$ cat config.mk
export PLATFORM = sky130hd
export DESIGN_NAME = xor_checked_word_framer_top
export DESIGN_NICKNAME = d
export VERILOG_FILES = /design/src/sv/xcwf_pkg.sv /design/src/sv/xcwf_front.sv /design/src/sv/xcwf_queue.sv /design/src/sv/xcwf_back.sv /design/src/sv/xor_checked_word_framer_top.sv
export SDC_FILE = /design/constraint.sdc
export NUM_CORES = 1
export LEC_CHECK = 0
export ABC_AREA = 1
export BUFFER_PORTS_ARGS = -buffer_cell sky130_fd_sc_hd__buf_2
export CORE_ASPECT_RATIO = 1.4
export CORE_MARGIN = 2
export CORE_UTILIZATION = 40
export CTS_BUF_LIST = sky130_fd_sc_hd__clkbuf_4
export CTS_CLUSTER_SIZE = 20
export DETAILED_ROUTE_END_ITERATION = 7
export SLEW_MARGIN = 0
export SYNTH_ARGS = -nofsm -noshare
export SYNTH_HDL_FRONTEND = slang
export SYNTH_SLANG_ARGS = --single-unit
$ cat constraint.sdc
create_clock -name clk_i -period 4.1 [get_ports clk_i]
set_input_delay 0.82 -clock clk_i [delete_from_list [all_inputs] [get_ports clk_i]]
set_output_delay 0.82 -clock clk_i [all_outputs]
set_load 0.02 [all_outputs]
$ cat src/sv/xcwf_pkg.sv
// ----------------------------------------------------------------------------
// xcwf_pkg
// Types and constants shared by the word framer modules: channel payloads,
// the command passed from front to back, and the receive phase encoding.
// ----------------------------------------------------------------------------
`default_nettype none

package xcwf_pkg;

  localparam logic [7:0] SyncByteReset = 8'hA5;

  localparam logic KindRxByte = 1'b0;
  localparam logic KindTxWord = 1'b1;

  localparam logic ResultRxWord = 1'b0;
  localparam logic ResultTxByte = 1'b1;

  typedef struct packed {
    logic        kind;
    logic [7:0]  rx_byte;
    logic [15:0] tx_word;
  } xcwf_in_item_t;

  typedef struct packed {
    logic        result_kind;
    logic [15:0] rx_word;
    logic [7:0]  tx_byte;
    logic        last;
  } xcwf_out_item_t;

  typedef enum logic [1:0] {
    PhHunt  = 2'd0,
    PhHigh  = 2'd1,
    PhLow   = 2'd2,
    PhCheck = 2'd3
  } xcwf_phase_e;

  typedef enum logic {
    CmdDeliver = 1'b0,
    CmdSend    = 1'b1
  } xcwf_cmd_op_e;

  typedef enum logic [1:0] {
    BeatHeader = 2'd0,
    BeatHigh   = 2'd1,
    BeatLow    = 2'd2,
    BeatCheck  = 2'd3
  } xcwf_beat_e;

  typedef struct packed {
    xcwf_cmd_op_e op;
    logic [15:0]  word;
    logic [7:0]   sync;
  } xcwf_cmd_t;

  typedef struct packed {
    logic      valid;
    xcwf_cmd_t cmd;
  } xcwf_push_t;

  typedef struct packed {
    logic empty;
    logic full;
  } xcwf_q_status_t;

endpackage

`default_nettype wire

$ cat src/sv/xcwf_front.sv
// ----------------------------------------------------------------------------
// xcwf_front
// Accepts input transactions, tracks the receive frame phase and checksum,
// and pushes deliver or send commands into the queue.
// ----------------------------------------------------------------------------
`default_nettype none

module xcwf_front (
  input  wire logic                    clk_i,
  input  wire logic                    rst_ni,
  input  wire logic                    in_valid_i,
  output logic                         in_stall_o,
  input  wire xcwf_pkg::xcwf_in_item_t in_item_i,
  input  wire logic [7:0]              sync_byte_i,
  input  wire xcwf_pkg::xcwf_q_status_t q_status_i,
  output xcwf_pkg::xcwf_push_t         push_o
);

  xcwf_pkg::xcwf_phase_e phase_q, phase_d;
  logic [7:0] high_q, high_d;
  logic [7:0] low_q, low_d;
  logic       accept;
  logic [7:0] expect_ck;

  assign in_stall_o = q_status_i.full;
  assign accept     = in_valid_i & ~q_status_i.full;
  assign expect_ck  = sync_byte_i ^ high_q ^ low_q;

  always_ff @(posedge clk_i or negedge rst_ni) begin
    if (!rst_ni) begin
      phase_q <= xcwf_pkg::PhHunt;
    end else begin
      phase_q <= phase_d;
    end
  end

  always_ff @(posedge clk_i) begin
    high_q <= high_d;
    low_q  <= low_d;
  end

  always_comb begin
    phase_d          = phase_q;
    high_d           = high_q;
    low_d            = low_q;
    push_o.valid     = 1'b0;
    push_o.cmd.op    = xcwf_pkg::CmdSend;
    push_o.cmd.word  = in_item_i.tx_word;
    push_o.cmd.sync  = sync_byte_i;
    if (accept) begin
      if (in_item_i.kind == xcwf_pkg::KindTxWord) begin
        push_o.valid = 1'b1;
      end else begin
        case (phase_q)
          xcwf_pkg::PhHunt: begin
            if (in_item_i.rx_byte == sync_byte_i) begin
              phase_d = xcwf_pkg::PhHigh;
            end
          end
          xcwf_pkg::PhHigh: begin
            high_d  = in_item_i.rx_byte;
            phase_d = xcwf_pkg::PhLow;
          end
          xcwf_pkg::PhLow: begin
            low_d   = in_item_i.rx_byte;
            phase_d = xcwf_pkg::PhCheck;
          end
          xcwf_pkg::PhCheck: begin
            phase_d         = xcwf_pkg::PhHunt;
            push_o.cmd.op   = xcwf_pkg::CmdDeliver;
            push_o.cmd.word = {high_q, low_q};
            push_o.valid    = (in_item_i.rx_byte == expect_ck);
          end
          default: begin
            phase_d = xcwf_pkg::PhHunt;
          end
        endcase
      end
    end
  end

endmodule

`default_nettype wire

$ cat src/sv/xcwf_queue.sv
// ----------------------------------------------------------------------------
// xcwf_queue
// Short command queue between front and back, first word fall-through.
// ----------------------------------------------------------------------------
`default_nettype none

module xcwf_queue #(
  parameter int unsigned Depth = 2
) (
  input  wire logic                  clk_i,
  input  wire logic                  rst_ni,
  input  wire xcwf_pkg::xcwf_push_t  push_i,
  input  wire logic                  pop_i,
  output xcwf_pkg::xcwf_cmd_t        head_o,
  output xcwf_pkg::xcwf_q_status_t   status_o
);

  localparam int unsigned PtrW = (Depth > 1) ? $clog2(Depth) : 1;
  localparam int unsigned CntW = $clog2(Depth + 1);

  xcwf_pkg::xcwf_cmd_t entries_q [Depth];
  logic [PtrW-1:0] wr_ptr_q, wr_ptr_d;
  logic [PtrW-1:0] rd_ptr_q, rd_ptr_d;
  logic [CntW-1:0] count_q, count_d;
  logic            do_push;
  logic            do_pop;

  assign status_o.empty = (count_q == '0);
  assign status_o.full  = (count_q == CntW'(Depth));
  assign do_push        = push_i.valid & ~status_o.full;
  assign do_pop         = pop_i & ~status_o.empty;
  assign head_o         = entries_q[rd_ptr_q];

  always_comb begin
    wr_ptr_d = wr_ptr_q;
    rd_ptr_d = rd_ptr_q;
    count_d  = count_q;
    if (do_push) begin
      wr_ptr_d = (wr_ptr_q == PtrW'(Depth - 1)) ? '0 : wr_ptr_q + PtrW'(1);
    end
    if (do_pop) begin
      rd_ptr_d = (rd_ptr_q == PtrW'(Depth - 1)) ? '0 : rd_ptr_q + PtrW'(1);
    end
    if (do_push && !do_pop) begin
      count_d = count_q + CntW'(1);
    end else if (do_pop && !do_push) begin
      count_d = count_q - CntW'(1);
    end
  end

  always_ff @(posedge clk_i or negedge rst_ni) begin
    if (!rst_ni) begin
      wr_ptr_q <= '0;
      rd_ptr_q <= '0;
      count_q  <= '0;
    end else begin
      wr_ptr_q <= wr_ptr_d;
      rd_ptr_q <= rd_ptr_d;
      count_q  <= count_d;
    end
  end

  always_ff @(posedge clk_i) begin
    if (do_push) begin
      entries_q[wr_ptr_q] <= push_i.cmd;
    end
  end

endmodule

`default_nettype wire

$ cat src/sv/xcwf_back.sv
// ----------------------------------------------------------------------------
// xcwf_back
// Drains commands: one result for a delivered word, four frame bytes for a
// send, into a registered output stage.
// ----------------------------------------------------------------------------
`default_nettype none

module xcwf_back (
  input  wire logic                     clk_i,
  input  wire logic                     rst_ni,
  input  wire xcwf_pkg::xcwf_cmd_t      head_i,
  input  wire xcwf_pkg::xcwf_q_status_t q_status_i,
  output logic                          pop_o,
  output logic                          out_valid_o,
  input  wire logic                     out_stall_i,
  output xcwf_pkg::xcwf_out_item_t      out_item_o
);

  logic                     out_valid_q, out_valid_d;
  xcwf_pkg::xcwf_out_item_t out_item_q, out_item_d;
  xcwf_pkg::xcwf_beat_e     beat_q, beat_d;
  logic                     load;
  logic [7:0]               hi_byte;
  logic [7:0]               lo_byte;

  assign load        = ~out_valid_q | ~out_stall_i;
  assign hi_byte     = head_i.word[15:8];
  assign lo_byte     = head_i.word[7:0];
  assign out_valid_o = out_valid_q;
  assign out_item_o  = out_item_q;

  always_comb begin
    out_valid_d            = out_valid_q;
    out_item_d             = out_item_q;
    beat_d                 = beat_q;
    pop_o                  = 1'b0;
    if (load) begin
      out_valid_d = 1'b0;
      if (!q_status_i.empty) begin
        out_valid_d = 1'b1;
        if (head_i.op == xcwf_pkg::CmdDeliver) begin
          out_item_d.result_kind = xcwf_pkg::ResultRxWord;
          out_item_d.rx_word     = head_i.word;
          out_item_d.tx_byte     = 8'h00;
          out_item_d.last        = 1'b1;
          pop_o                  = 1'b1;
        end else begin
          out_item_d.result_kind = xcwf_pkg::ResultTxByte;
          out_item_d.rx_word     = 16'h0000;
          out_item_d.last        = 1'b0;
          case (beat_q)
            xcwf_pkg::BeatHeader: begin
              out_item_d.tx_byte = head_i.sync;
              beat_d             = xcwf_pkg::BeatHigh;
            end
            xcwf_pkg::BeatHigh: begin
              out_item_d.tx_byte = hi_byte;
              beat_d             = xcwf_pkg::BeatLow;
            end
            xcwf_pkg::BeatLow: begin
              out_item_d.tx_byte = lo_byte;
              beat_d             = xcwf_pkg::BeatCheck;
            end
            xcwf_pkg::BeatCheck: begin
              out_item_d.tx_byte = head_i.sync ^ hi_byte ^ lo_byte;
              out_item_d.last    = 1'b1;
              beat_d             = xcwf_pkg::BeatHeader;
              pop_o              = 1'b1;
            end
            default: begin
              beat_d = xcwf_pkg::BeatHeader;
            end
          endcase
        end
      end
    end
  end

  always_ff @(posedge clk_i or negedge rst_ni) begin
    if (!rst_ni) begin
      out_valid_q <= 1'b0;
      beat_q      <= xcwf_pkg::BeatHeader;
    end else begin
      out_valid_q <= out_valid_d;
      beat_q      <= beat_d;
    end
  end

  always_ff @(posedge clk_i) begin
    out_item_q <= out_item_d;
  end

endmodule

`default_nettype wire

$ cat src/sv/xor_checked_word_framer_top.sv
// ----------------------------------------------------------------------------
// xor_checked_word_framer_top
// Frames 16-bit words into four-byte XOR-checked frames and deframes
// received bytes back into words.
// ----------------------------------------------------------------------------
//  channel  direction  handshake              payload
//  in       input      in_valid_i/in_stall_o    xcwf_in_item_t
//  out      output     out_valid_o/out_stall_i  xcwf_out_item_t
//  cfg      input      cfg_we_i                 cfg_wdata_i (sync byte)
//
//  The front takes a received byte combinationally; the back emits a send as
//  four frame bytes, one per output beat, then pops the command.
//  Items go from the command queue into the registered output stage.
//  Reset returns to header hunting with sync byte 0xA5.
//  in_stall_o rises only when the command queue is full.
// ----------------------------------------------------------------------------
`default_nettype none

module xor_checked_word_framer_top #(
  parameter int unsigned QueueDepth = 2
) (
  input  wire logic                     clk_i,
  input  wire logic                     rst_ni,
  input  wire logic                     cfg_we_i,
  input  wire logic [7:0]               cfg_wdata_i,
  input  wire logic                     in_valid_i,
  output logic                          in_stall_o,
  input  wire xcwf_pkg::xcwf_in_item_t  in_item_i,
  output logic                          out_valid_o,
  input  wire logic                     out_stall_i,
  output xcwf_pkg::xcwf_out_item_t      out_item_o
);

  logic [7:0]               sync_q;
  xcwf_pkg::xcwf_push_t     push;
  xcwf_pkg::xcwf_cmd_t      head;
  xcwf_pkg::xcwf_q_status_t q_status;
  logic                     pop;

  always_ff @(posedge clk_i or negedge rst_ni) begin
    if (!rst_ni) begin
      sync_q <= xcwf_pkg::SyncByteReset;
    end else if (cfg_we_i) begin
      sync_q <= cfg_wdata_i;
    end
  end

  xcwf_front u_front (
    .clk_i       (clk_i),
    .rst_ni      (rst_ni),
    .in_valid_i  (in_valid_i),
    .in_stall_o  (in_stall_o),
    .in_item_i   (in_item_i),
    .sync_byte_i (sync_q),
    .q_status_i  (q_status),
    .push_o      (push)
  );

  xcwf_queue #(
    .Depth (QueueDepth)
  ) u_queue (
    .clk_i    (clk_i),
    .rst_ni   (rst_ni),
    .push_i   (push),
    .pop_i    (pop),
    .head_o   (head),
    .status_o (q_status)
  );

  xcwf_back u_back (
    .clk_i       (clk_i),
    .rst_ni      (rst_ni),
    .head_i      (head),
    .q_status_i  (q_status),
    .pop_o       (pop),
    .out_valid_o (out_valid_o),
    .out_stall_i (out_stall_i),
    .out_item_o  (out_item_o)
  );

endmodule

`default_nettype wire

==> summary.txt <==
Result of the run -> finished clean
CTS Hold Buffers Added -> 0
Number of top-level pins -> 66
Weighted congestion at the end of routability-driven global placement -> 0.802
Final HPWL from detailed placement -> 7.10 mm
Area growth from synthesis to layout -> 12.9%
Worst hold slack -> 0.286 ns
Number of fill cells -> 1197
Post-detailed-route count of antenna-violating nets -> 0
Share of synthesized area occupied by flip-flops and latches -> 0.618
Largest net degree at the start of global routing -> 29
Critical path, cell by cell -> inv_1, nand2_1, nand2_1, a21oi_1, nand2_1, nor2_1, nand3_1, nand2_1, nand3_1, inv_1
Post-synthesis cell count -> 482
CTS resizes -> 0
Worst hold path type -> input port to asynchronous set/reset pin
Number of rows created at floorplan -> 49
Total congestion overflow after global routing -> 0
Number of enable-type register cells in the synthesized netlist -> 92
DR vias -> 3382
Vertical extent of the die -> 138 µm
Via count of the first global-routing pass -> 3313
Primary FF master, synth -> sky130_fd_sc_hd__edfxtp_1
Total power divided by cell area -> 648 nW/µm²
Buf+Inv Stages, Crit Path -> 2
Synthesized Nets -> 529
Post-route DRC violation count -> 0
Leakage component of the power -> 2.51 nW
Number of violations reported at the end of detailed-routing iteration 0 -> 239
Cell mode on critical path -> sky130_fd_sc_hd__nand2_1
CTS tree -> yes
Depth of the worst register-to-register path -> 10
Register bit count reported by yosys -> 109
Mean number of vias per cell -> 4.78
Post-synth cell types -> 28
Worst endpoint required time -> 4.19 ns
Wire length of the first global-routing pass -> 15.9 mm
Yosys synthesis warning count -> 0
Transition time at the pin with the least slew margin -> 0.989 ns
Max-cap violation count -> 0
Total Die Area -> 13900 µm²
Peak VDD IR -> 0.302 mV
Final clock period utilization by the worst path -> 0.595
Die Width -> 100 µm
Final min period -> 2.44 ns
Layout net count -> 596
Arrival time at the worst endpoint -> 2.54 ns
Final hold vios -> 0
Cell area after synthesis -> 5170 µm²
R2r setup slk -> 1.66 ns
Number of H-tree branching levels -> 3
Gate family responsible for the most delay along the worst path -> buffers and inverters
Relative max-transition margin -> 0.340
Setup Fix Bufs, Post-CTS -> 0
Number of buffers added by the clock tree synthesis step -> 9
Number of iterations in the first detailed-routing pass -> 5
Clk buf depth -> 2
Latest clock arrival within the worst-skew pair -> 0.46 ns
Floorplan Core Area -> 12800 µm²
Clock slew at reported path FFs -> 0.15 ns
CP max FO -> 25
Final setup viols -> 0
Clk_skew -> 0.0117 ns
Initial standard-cell utilization of the core -> 0.405
Worst Setup End Kind -> flip-flop
Final Max Tran Viols -> 0
Area of the multi-input gates -> 1700 µm²
FF+latch area -> 3190 µm²
Critical path's slowest cell -> sky130_fd_sc_hd__inv_1
Critical Path Source Type -> flip-flop
Unrepaired setup endpoints after global routing -> false
Aggregate negative setup slack -> 0 ns
Number of antenna violations at the first check in global routing -> 1
Async set or reset register ratio after synthesis -> 0.156
Post-Syn Area per Cell -> 10.7 µm²
DR WL/cell -> 13.3 µm
# clock sinks -> 109
Cell at the root of the clock tree -> sky130_fd_sc_hd__clkbuf_4
Share of post-route cells with drive strength above 1 -> 0.215
Crit Path Category -> flip-flop to flip-flop
Capture point of the worst reg-to-reg path -> u_queue.entries_q[0][17]
Achievable frequency -> 410 MHz
Number of port buffers -> 65
Global router's overall resource usage -> 0.148
Biggest cell delay along the critical path -> 0.73 ns
R2R Path Start -> sync_q[7]
Total length of routed wires -> 9.45 mm
==> power by group <==
part           total, W  switching [W]  internal, W
combinational   0.00144       0.000947     0.000494
clock          0.000704       0.000336     0.000368
sequential      0.00164      0.0000925      0.00154
total           0.00378        0.00138      0.00241
==> state kept, by name, indices dropped and copies added, names as in the netlist <==
name,count
u_queue.wr_ptr_q,1
u_back.beat_q,2
u_queue.count_q,2
u_queue.entries_q,50
u_front.high_q,8
u_front.low_q,8
u_front.phase_q,2
u_queue.rd_ptr_q,1
sync_q,8
u_back.out_item_o,26
u_back.out_valid_o,1
==> synthesized netlist by cell type (all sizes together) (10+ instances only) <==
| cell type | n | area, µm² |
|---|---|---|
| a21oi | 19 | 95.1 |
| edfxtp | 92 | 2760 |
| nand2 | 136 | 515 |
| inv | 52 | 195 |
| xor2 | 12 | 105 |
| xnor2 | 17 | 149 |
| dfrtp | 13 | 325 |
| nand3 | 12 | 60.1 |
| mux2 | 10 | 113 |
| or2 | 10 | 62.6 |
| o21ai | 45 | 236 |
| nor2 | 29 | 109 |
==> kinds of logic (layout without fill, tap and decap cells) <==
logic type	Yosys count	count (layout)	share of synthesized area
compound gates	65	65	0.0656
mux	18	18	0.0453
simple gates	188	188	0.146
flops	109	109	0.618
fa+ha+maj	9	9	0.0218
buf+inv	64	136	0.0545
xor+xnor	29	29	0.0492
other cells	0	1	0
==> layer usage <==
| metal | track usage | part of all wire | routed length [µm] | vias up |
|---|---|---|---|---|
| li1 | - | - | - | 1725 |
| met1 | 0.171 | 0.42 | 3980 | 1564 |
| met2 | 0.258 | 0.51 | 4840 | 82 |
| met3 | 0.0354 | 0.046 | 438 | 11 |
| met4 | 0.0642 | 0.020 | 193 | 0 |
| met5 | 0 | 0 | 0 | - |
==> layout make-up <==
type,count,share of cell area
well taps,153,0.0328
diodes,1,0.000429
repair buffers,68,0.0596
clock buffers,9,0.0116
flip-flops and latches,109,0.547
multi-input cells,309,0.291
clock inverters,7,0.0236
inverters,52,0.0335
==> cell usage in the layout, fill, tap and decap left out, drive strengths merged, types with 4 or more instances in the layout <==
cell type and instances:
dfrtp 13, or2 10, a21oi 19, o21ai 45, xnor2 17, bufinv 4
dfstp 4, mux2i 8, clkbuf 9, buf 68, xor2 12, nand2 136
nor2 29, ha 9, mux2 10, inv 52, nand3 12, edfxtp 92
==> worst max-delay path by stage <==
stage / start / end / slack, ns / cells past startpoint
final: sync_q[7] / u_queue.entries_q[0][17] / 1.66 / 10
after global routing: sync_q[7] / u_queue.entries_q[0][8] / 1.40 / 10
after CTS: sync_q[7] / u_queue.entries_q[0][17] / 1.63 / 10
after detailed placement: in_item_i[16] / u_queue.entries_q[0][20] / 1.24 / 10
after global placement: in_item_i[16] / u_queue.entries_q[0][19] / 1.27 / 10
after floorplan: out_stall_i / u_queue.count_q[1] / 0.93 / 6
==> metrics by stage <==
step	total power, W	instance area (µm²)	utilization	setup slack [ns]	cells
5_1_grt	0.00406	5830	0.458	1.40	708
3_3_place_gp	0.00305	5630	0.441	1.27	691
3_5_place_dp	0.00311	5630	0.441	1.24	691
6_report	0.00378	5830	0.458	1.66	708
4_1_cts	0.00382	5830	0.457	1.63	707
2_1_floorplan	0.00277	5170	-	0.925	482
Power figures use the tool's default switching activity.
